[config.mk]
export PLATFORM = sky130hd
export DESIGN_NAME = vpe_front
export DESIGN_NICKNAME = d
export VERILOG_FILES = /design/src/rtl/core/vpe_pkg.sv /design/src/rtl/core/vpe_front.sv
export SDC_FILE = /design/constraint.sdc
export NUM_CORES = 1
export LEC_CHECK = 0
export BUFFER_PORTS_ARGS = -buffer_cell sky130_fd_sc_hd__buf_2
export CAP_MARGIN = 0
export CORE_MARGIN = 4
export CORE_UTILIZATION = 50
export DETAILED_ROUTE_END_ITERATION = 12
export PLACE_DENSITY_LB_ADDON = 0.12
export SLEW_MARGIN = 15
export SYNTH_ARGS = -nofsm -noshare
export SYNTH_HDL_FRONTEND = slang
export SYNTH_SLANG_ARGS = --single-unit
[constraint.sdc]
create_clock -name vclk -period 3.4
set_input_delay 0.68 -clock vclk [all_inputs]
set_output_delay 0.68 -clock vclk [all_outputs]
set_load 0.02 [all_outputs]
[src/rtl/core/vpe_pkg.sv]
// vpe_pkg: shared widths, codes and types for the vector projection unit
// no dependencies; imported by every module under rtl/core

package vpe_pkg;

  localparam int COORD_WIDTH = 24;
  localparam int VEC_W       = 24;

  // edge differences and the cross product / line vector
  localparam int DIFF_W = COORD_WIDTH + 1;
  localparam int VW     = 2 * DIFF_W + 1;

  // limb split for the wide products
  localparam int LIMB_W = 26;
  localparam int NLV    = (VW + LIMB_W - 1) / LIMB_W;
  localparam int VPAD_W = NLV * LIMB_W;
  localparam int PP_W   = 2 * LIMB_W;
  localparam int GP_W   = LIMB_W + VEC_W;

  localparam int SQ_W   = 2 * VW + 2;
  localparam int VG_W   = VW + VEC_W;
  localparam int DG_W   = VG_W + 3;
  localparam int NLD    = (DG_W + LIMB_W - 1) / LIMB_W;
  localparam int DPAD_W = NLD * LIMB_W;
  localparam int ROW_W  = LIMB_W + DPAD_W;
  localparam int PROD_W = VW + DG_W;
  localparam int NUM_W  = PROD_W + 2;

  // quotient and final result widths
  localparam int Q_W   = VEC_W + 2;
  localparam int RES_W = Q_W + 2;

  localparam int FRONT_STAGES = 11;
  localparam int PIPE_DEPTH   = FRONT_STAGES + Q_W + 1;

  localparam int QDEPTH = 4;
  localparam int QPTR_W = $clog2(QDEPTH);

  localparam int ADDR_W = 4;
  localparam int DATA_W = 32;

  localparam logic [1:0] KIND_LINE = 2'd1;
  localparam logic [1:0] KIND_SURF = 2'd2;

  localparam logic [1:0] REG_GRAV_X = 2'd0;
  localparam logic [1:0] REG_GRAV_Y = 2'd1;
  localparam logic [1:0] REG_GRAV_Z = 2'd2;

  localparam logic signed [VEC_W-1:0] GRAV_Z_RESET = VEC_W'(-642908);

  typedef enum logic [1:0] {
    CLS_PASS,
    CLS_LINE,
    CLS_SURF
  } elem_class_t;

  typedef struct packed {
    elem_class_t              cls;
    logic [2:0][DIFF_W-1:0]   a;
    logic [2:0][DIFF_W-1:0]   b;
  } work_item_t;

  typedef struct packed {
    logic [2:0][VEC_W-1:0] proj;
    logic                  degenerate;
    logic                  saturated;
  } result_t;

endpackage

[src/rtl/core/vpe_front.sv]
// vpe_front: classifies an incoming element and forms its edge vectors
// depends on vpe_pkg; feeds vpe_queue

module vpe_front import vpe_pkg::*; (
  input  logic                          in_valid,
  output logic                          in_ready,
  input  logic [1:0]                    element_kind,
  input  logic signed [COORD_WIDTH-1:0] node0_x,
  input  logic signed [COORD_WIDTH-1:0] node0_y,
  input  logic signed [COORD_WIDTH-1:0] node0_z,
  input  logic signed [COORD_WIDTH-1:0] node1_x,
  input  logic signed [COORD_WIDTH-1:0] node1_y,
  input  logic signed [COORD_WIDTH-1:0] node1_z,
  input  logic signed [COORD_WIDTH-1:0] node2_x,
  input  logic signed [COORD_WIDTH-1:0] node2_y,
  input  logic signed [COORD_WIDTH-1:0] node2_z,
  input  logic                          q_full,
  output logic                          push,
  output work_item_t                    item
);

  logic signed [COORD_WIDTH-1:0] p0 [3];
  logic signed [COORD_WIDTH-1:0] p1 [3];
  logic signed [COORD_WIDTH-1:0] p2 [3];
  elem_class_t cls;

  assign p0[0] = node0_x;
  assign p0[1] = node0_y;
  assign p0[2] = node0_z;
  assign p1[0] = node1_x;
  assign p1[1] = node1_y;
  assign p1[2] = node1_z;
  assign p2[0] = node2_x;
  assign p2[1] = node2_y;
  assign p2[2] = node2_z;

  assign in_ready = !q_full;
  assign push     = in_valid && !q_full;

  always_comb begin
    unique case (element_kind)
      KIND_LINE: cls = CLS_LINE;
      KIND_SURF: cls = CLS_SURF;
      default:   cls = CLS_PASS;
    endcase
  end

  // line: a = node0 - node1; surface: edges from node0
  always_comb begin
    item.cls = cls;
    for (int j = 0; j < 3; j++) begin
      if (cls == CLS_SURF) begin
        item.a[j] = DIFF_W'(p1[j]) - DIFF_W'(p0[j]);
        item.b[j] = DIFF_W'(p2[j]) - DIFF_W'(p0[j]);
      end else begin
        item.a[j] = DIFF_W'(p0[j]) - DIFF_W'(p1[j]);
        item.b[j] = '0;
      end
    end
  end

endmodule

==> results of run 1 <==
## cells in the mapped netlist, types with 29 or more instances
| cell | instances |
|---|---|
| a211oi_1 | 34 |
| a21o_1 | 58 |
| a21oi_1 | 199 |
| a31oi_1 | 32 |
| buf_2 | 32 |
| clkbuf_1 | 46 |
| ha_1 | 216 |
| inv_1 | 197 |
| nand2_1 | 141 |
| nand3_1 | 36 |
| nand4_1 | 34 |
| nor2_1 | 164 |
| nor3_1 | 40 |
| o21a_1 | 29 |
| o21ai_0 | 114 |
| xnor2_1 | 62 |
| xor2_1 | 45 |
## what timing repair did
action,in CTS
hold buffers,0
pin swaps,194
resized for setup,479
endpoints found under the setup margin,95
buffers inserted,44
## stage by stage
step	instances	setup TNS, ns	hold slack, ns	setup slack [ns]	util
after floorplan	1815	0	1.44	0.000664	-
after global placement	2867	-19.24	1.61	-0.457	0.736
after detailed placement	2867	-22.92	1.63	-0.505	0.736
after CTS	2907	-4.61	1.63	-0.287	0.838
## metal layers
metal  overflow  track usage
met2          6        0.901
met4          6        0.702
met5          0        0.348
met1          1        0.709
met3          0        0.618
## cells by family after synthesis
kind of cell / synth area share
xor gates and xnor gates: 0.0790
AOI/OAI and AO/OA: 0.349
and+or+nand+nor: 0.212
adders and majority gates: 0.243
buffers and inverters: 0.0935
muxes: 0.0233
==> metrics.md, run 1 <==
| Metric | Value |
|---|---|
| Status | aborted with a tool error |
| Last stage | 5_1_grt |
| Stop err | [ERROR GRT-0232] Routing congestion too high. Check the congestion heatmap in the GUI. |
| Placed wire-length estimate | 41900 um |
| Ports | 374 |
| Post-synth top area share | 0.228 |
| Pin count of the biggest net entering global routing | 52 |
| Net count after synthesis | between 2000 and 2500 |
| Port Buffers | between 300 and 400 |
| Placed Instance Area | ~17000 sq um |
| Register area share after synthesis | 0 |
| RePlAce Congestion | roughly 1 |
| Rows | between 50 and 60 |
| Area leader, netlist | ha_1 |
| Die Span Y | 162 um |
| Synth cell types | just under 80 |
| Yosys warns | 0 |
| GRT Util Overall | 0.733 |
| GRT overflow | 13 |
| Crit. endpoint post-GRT repair | item[72] |
| Mean Syn Cell Area | 6.54 sq um |
| Post-Syn Instances | 1815 |
| Die Wd | approximately 160 um |
| Initial Util | 0.507 |
| Cells taking the most area after synthesis | ha_1, a21oi_1, inv_1 |
| Worst endpoint type | output port |
| Synthesized cell area | 11900 sq um |
==> inputs of run 2 (changes only) <==
Settings changed: CORE_UTILIZATION 50 to 40, PLACE_DENSITY_LB_ADDON 0.12 to 0.15.
Clock period 3.4 ns to 4.4 ns, I/O delays scaled along.
==> metrics.md, run 2 <==
| Metric | Value |
|---|---|
| WL final | 46100 um |
| Fin nets | 2608 |
| Power Density | 173 nW/um^2 |
| Detailed Route Iter0 Violations | 1142 |
| P&R area growth vs syn | 21.4% |
| Tcrit/Tclk final | 0.966 |
| GRT overflow | 0 |
| Placed wire-length estimate | 39400 um (was 41900 um) |
| Register Area | 0 sq um |
| Worst-Margin Slew | 0.608 ns |
| Post-Syn Instances | 1815 (unchanged) |
| Register area share after synthesis | 0 (unchanged) |
| Critical path class | primary input to output pin |
| RePlAce Congestion | 0.992 (was 1.02) |
| Yosys warns | 0 (unchanged) |
| Hold Fails Final Rpt | 0 |
| Post-DR vias/cell | 5.80 |
| CP startpoint kind | primary input |
| Cells taking the most area after synthesis | ha_1, a21oi_1, inv_1 (unchanged) |
| Net count after synthesis | 2260 (unchanged) |
| Final ANT Viol Nets | 0 |
| Final Max Slew Viols | 0 |
| Pre-Repair DR Iteration Count | 7 |
| Synth cell types | 78 (unchanged) |
| Wire per inst | 18.1 um |
| Pin count of the biggest net entering global routing | between 80 and 90 |
| Critical path peak fanout | 3 |
| Vias | between 10000 and 15000 |
| Minimum clock period | about 4.3 ns |
| Area leader, netlist | ha_1 (unchanged) |
| Most common cell in the netlist | ha_1 (unchanged) |
| Final core occ | 0.497 |
| Fmax | 235 MHz |
| Hold Path Class | primary input to output pin |
| Lkg Pwr | between 7 and 8 nW |
| Max-slew headroom | 0.584 |
| Synthesized cell area | 11900 sq um (unchanged) |
| Ports | 374 (unchanged) |
| Final setup vio count | 0 |
| Vias in the first global route | 14038 |
| GRT Util Overall | 0.257 |
| Post-synth top area share | 0.228 (unchanged) |
| Mean Syn Cell Area | 6.54 sq um (unchanged) |
| Die Span Y | 180 um (was 162 um) |
| Placed Cells incl. Taps | 2543 (was 2867) |
| # clk buffers | 0 |
| FFs & Latches | 0 |
| Port Buffers | 374 (unchanged) |
| Critical Path RT | 3.52 ns |
| CP endpoint kind | output pin |
| Max_cap viols | 0 |
| Die ar. | 32500 sq um |
| Post-synth top cells | ha_1, a21oi_1, inv_1, nor2_1, nand2_1 (unchanged) |
| DR DRC count | 0 |
| Die Wd | 180 um (was 162 um) |
| Commonest non-fill, non-tap cell in the layout | buf_2 |
| RSZ-0062 raised after global routing | yes |
| Filler-free cell count of the finished design | 2549 |
| Commonest cells after routing, fill and taps aside | buf_2, ha_1, a21oi_1, inv_1, nor2_1 |
| IR drop worst, VDD | approximately 0.000082 V |
| Layout cells sized above 1 | 0.219 |
| WHS | 2.02 ns |
| Rows | 62 (was 56) |
| First-pass GRT wire length | 71800 um |
| Initial Util | 0.409 (was 0.507) |
| Filler cells | 3133 |
| Initial antenna violation count | 7 |
| Worst EP arrival | between 3 and 4 ns |
| Status | complete, no violations (was aborted with a tool error) |
| Core area | 29000 sq um |
## run 2: cell counts after synthesis
Identical to the previous run, type by type.
## run 2: final timing paths
check | from | to | slack, ns | cells after the start
hold / removal | q_full | in_ready | 2.02 | 3
setup / recovery | node0_y[0] | item[120] | 0.15 | 11
## run 2: routing by layer
layer / routed length [um] / GRT usage / up-vias
met5: 41 / 0 / -
met4: 1160 / 0.0572 / 6
met3: 3610 / 0.0365 / 82
met2: 20900 / 0.426 / 666
met1: 20400 / 0.355 / 6793
li1: - / - / 7248
## run 2: kinds of logic (layout without fill, tap and decap cells)
logic type                 after synthesis  in the layout  share of synthesized area
xor gates and xnor gates               107            107                     0.0790
buffers and inverters                  283            629                     0.0935
AOI/OAI and AO/OA                      641            641                      0.349
and+or+nand+nor                        532            532                      0.212
adders and majority gates              225            225                      0.243
other                                    0              4                          0
muxes                                   27             27                     0.0233
## run 2: per-stage QoR
stage	power, mW	cell area (sq um)	TNS, ns	setup slack, ns
4_1_cts	2.44	14300	0	0.0793
2_1_floorplan	1.63	11900	0	0.247
5_1_grt	2.70	14400	-0.0450	-0.0230
3_5_place_dp	2.43	14300	0	0.00337
6_report	2.49	14400	0	0.148
3_3_place_gp	2.42	14300	0	0.0307
## run 2: report_power, final
part / leakage [nW] / internal [mW] / switching, mW
Clock: 0.0000254 / 0.000000122 / 0
Combinational: 7.53 / 0.937 / 1.55
Sequential: 0 / 0 / 0
## run 2: layout make-up
type	instances	area, sq um	area share
inverter	197	741	0.0514
multi-input combinational	1532	10800	0.753
timing repair buffer	432	2330	0.162
tap	384	480	0.0333
antenna	4	10.0	0.000695
## run 2: worst max-delay path: stages
cell and delay (ns):
buf_2 0.12, ha_1 0.23, fa_1 0.40, nor2b_1 0.24
o2111ai_1 0.24, nand4_1 0.23, a41oi_1 0.24, mux2i_2 0.31
a31oi_1 0.16, xnor2_1 0.15, buf_2 0.18
## run 2: what timing repair did
action,in CTS,in global routing
pin swaps,0,3
hold endpoints to repair,0,0
resized for setup,1,16
endpoints found under the setup margin,1,19
gates cloned,0,0
buffers inserted,0,2
hold buffers,0,0
Note: power is estimated with default switching activity, not from simulation.
==> inputs of run 3 (changes only) <==
Settings changed: CORE_UTILIZATION 40 to 38.
==> metrics.md, run 3 (synthesis results as in run 2) <==
| Metric | Value |
|---|---|
| Critical path class | primary input to output pin (unchanged) |
| Initial antenna violation count | 6 (was 7) |
| Commonest cells after routing, fill and taps aside | buf_2, ha_1, a21oi_1, inv_1, nor2_1 (unchanged) |
| Worst-Margin Slew | 0.629 ns (was 0.608 ns) |
| GRT overflow | 0 (unchanged) |
| Ports | 374 (unchanged) |
| WL final | 45500 um (was 46100 um) |
| Fin nets | 2598 (was 2608) |
| Worst EP arrival | 3.40 ns (was 3.37 ns) |
| Tcrit/Tclk final | 0.972 (was 0.966) |
| Crit path from | node0_y[2] (was node0_y[0]) |
| Core area | 30700 sq um (was 29000 sq um) |
| # clk buffers | 0 (unchanged) |
| Die Span Y | 185 um (was 180 um) |
| Final core occ | 0.468 (was 0.497) |
| First-pass GRT wire length | 70600 um (was 71800 um) |
| RSZ-0062 raised after global routing | no (was yes) |
| Detailed Route Iter0 Violations | 1179 (was 1142) |
| Critical path peak fanout | 3 (unchanged) |
| Commonest non-fill, non-tap cell in the layout | buf_2 (unchanged) |
| RePlAce Congestion | 0.989 (was 0.992) |
| Die Wd | 185 um (was 180 um) |
| Final setup vio count | 0 (unchanged) |
| Critical Path RT | 3.52 ns (about the same) |
| Sequential power share | 0 (about the same) |
| Minimum clock period | 4.28 ns (was 4.25 ns) |
| CP endpoint kind | output pin (unchanged) |
| Max-slew headroom | 0.577 (was 0.584) |
| Int Pwr | 925 uW (was 937 uW) |
| Post-DR vias/cell | 5.74 (was 5.80) |
| Pre-Repair DR Iteration Count | 6 (was 7) |
| Filler cells | 3283 (was 3133) |
| Max_cap viols | 0 (unchanged) |
| Hold Fails Final Rpt | 0 (unchanged) |
| Port Buffers | 374 (unchanged) |
| Initial Util | 0.387 (was 0.409) |
| Vias in the first global route | 14053 (was 14038) |
| Vias | 14636 (was 14795) |
| Power Density | 172 nW/um^2 (was 173 nW/um^2) |
| CP startpoint kind | primary input (unchanged) |
| Placed wire-length estimate | 39100 um (was 39400 um) |
| Status | complete, no violations (unchanged) |
| Final ANT Viol Nets | 0 (unchanged) |
| DR DRC count | 0 (unchanged) |
| Hold Path Class | primary input to output pin (unchanged) |
| CP Capture Point | item[114] (was item[120]) |
| P&R area growth vs syn | 20.8% (was 21.4%) |
| Register Area | 0 sq um (unchanged) |
| Layout cells sized above 1 | 0.214 (was 0.219) |
| Fmax | 234 MHz (was 235 MHz) |
| Sw Ratio | 0.624 (was 0.623) |
| Placed Cells incl. Taps | 2547 (was 2543) |
| Final Max Slew Viols | 0 (unchanged) |
| IR drop worst, VDD | 0.0000863 V (was 0.0000820 V) |
| Clk network pwr share | 0 (about the same) |
| FFs & Latches | 0 (unchanged) |
| Lkg Pwr | 7.47 nW (was 7.53 nW) |
| GRT Util Overall | 0.245 (was 0.257) |
| Wire per inst | 17.8 um (was 18.1 um) |
| Filler-free cell count of the finished design | 2551 (was 2549) |
| Net Switching | 1.53 mW (was 1.55 mW) |
| Die ar. | 34100 sq um (was 32500 sq um) |
| Multi-input gate area | 10800 sq um (about the same) |
| Rows | 64 (was 62) |
| Pin count of the biggest net entering global routing | 66 (was 81) |
| Comb power frac | 1.000 (about the same) |
run 3: changes by cell type in the layout (fill, tap and decap cells not counted), sizes merged:
cell  change
buf      -10
run 3: how the worst min path moves through the flow:
| stage | start | to | slack (ns) | cells after the start |
|---|---|---|---|---|
| 2_1_floorplan | q_full | in_ready | 1.84 | 1 |
| 3_3_place_gp | q_full | in_ready | 2.02 | 3 |
| 3_5_place_dp | q_full | in_ready | 2.02 | 3 |
| 4_1_cts | q_full | in_ready | 2.02 | 3 |
| 5_1_grt | q_full | push | 2.05 | 3 |
| 6_report | q_full | in_ready | 2.02 | 3 |
run 3: per-layer routing:
metal / track usage / share of wire / up-vias
met5: 0 / 0.00029 / -
met4: 0.0549 / 0.022 / 2
met3: 0.0359 / 0.083 / 72
met2: 0.415 / 0.46 / 669
met1: 0.330 / 0.44 / 6681
li1: - / - / 7212
run 3: power groups by stage:
stage / Combinational, mW / Clock [mW] / Sequential, mW
floorplan: 1.63 / 0 / 0
global placement: 2.41 / 0 / 0
detailed placement: 2.42 / 0 / 0
CTS: 2.43 / 0 / 0
global route: 2.68 / 0.000000122 / 0
finish: 2.46 / 0.000000122 / 0
run 3: cell type report:
| type | instances | share of cell area |
|---|---|---|
| multi-input cells | 1532 | 0.756 |
| repair buffers | 422 | 0.157 |
| diodes | 4 | 0.000698 |
| well taps | 396 | 0.0346 |
| inverters | 197 | 0.0517 |
run 3: timing repair:
| item | in CTS | in global routing |
|---|---|---|
| setup buffers | 0 | 0 |
| pin swaps | 0 | 1 |
| resized for setup | 1 | 15 |
| hold buffers | 0 | 0 |
| endpoints found under the setup margin | 1 | 13 |
run 3: per-stage QoR:
stage / setup slack (ns) / hold slack, ns / TNS (ns) / instance area (sq um) / power [mW]
2_1_floorplan: 0.247 / 1.84 / 0 / 11900 / 1.63
3_3_place_gp: 0.0408 / 2.02 / 0 / 14300 / 2.41
3_5_place_dp: -0.0233 / 2.02 / -0.0233 / 14300 / 2.42
4_1_cts: 0.0322 / 2.02 / 0 / 14300 / 2.43
5_1_grt: 0.00128 / 2.05 / 0 / 14300 / 2.68
6_report: 0.121 / 2.02 / 0 / 14300 / 2.46
run 3: worst max-delay path, cell delays in order:
cell	delay, ns
buf_2	0.10
inv_1	0.05
ha_1	0.32
nor2b_1	0.14
o211ai_1	0.39
a21oi_2	0.13
a211oi_1	0.46
mux2i_1	0.22
buf_4	0.19
a31oi_1	0.18
xnor2_1	0.14
buf_2	0.19
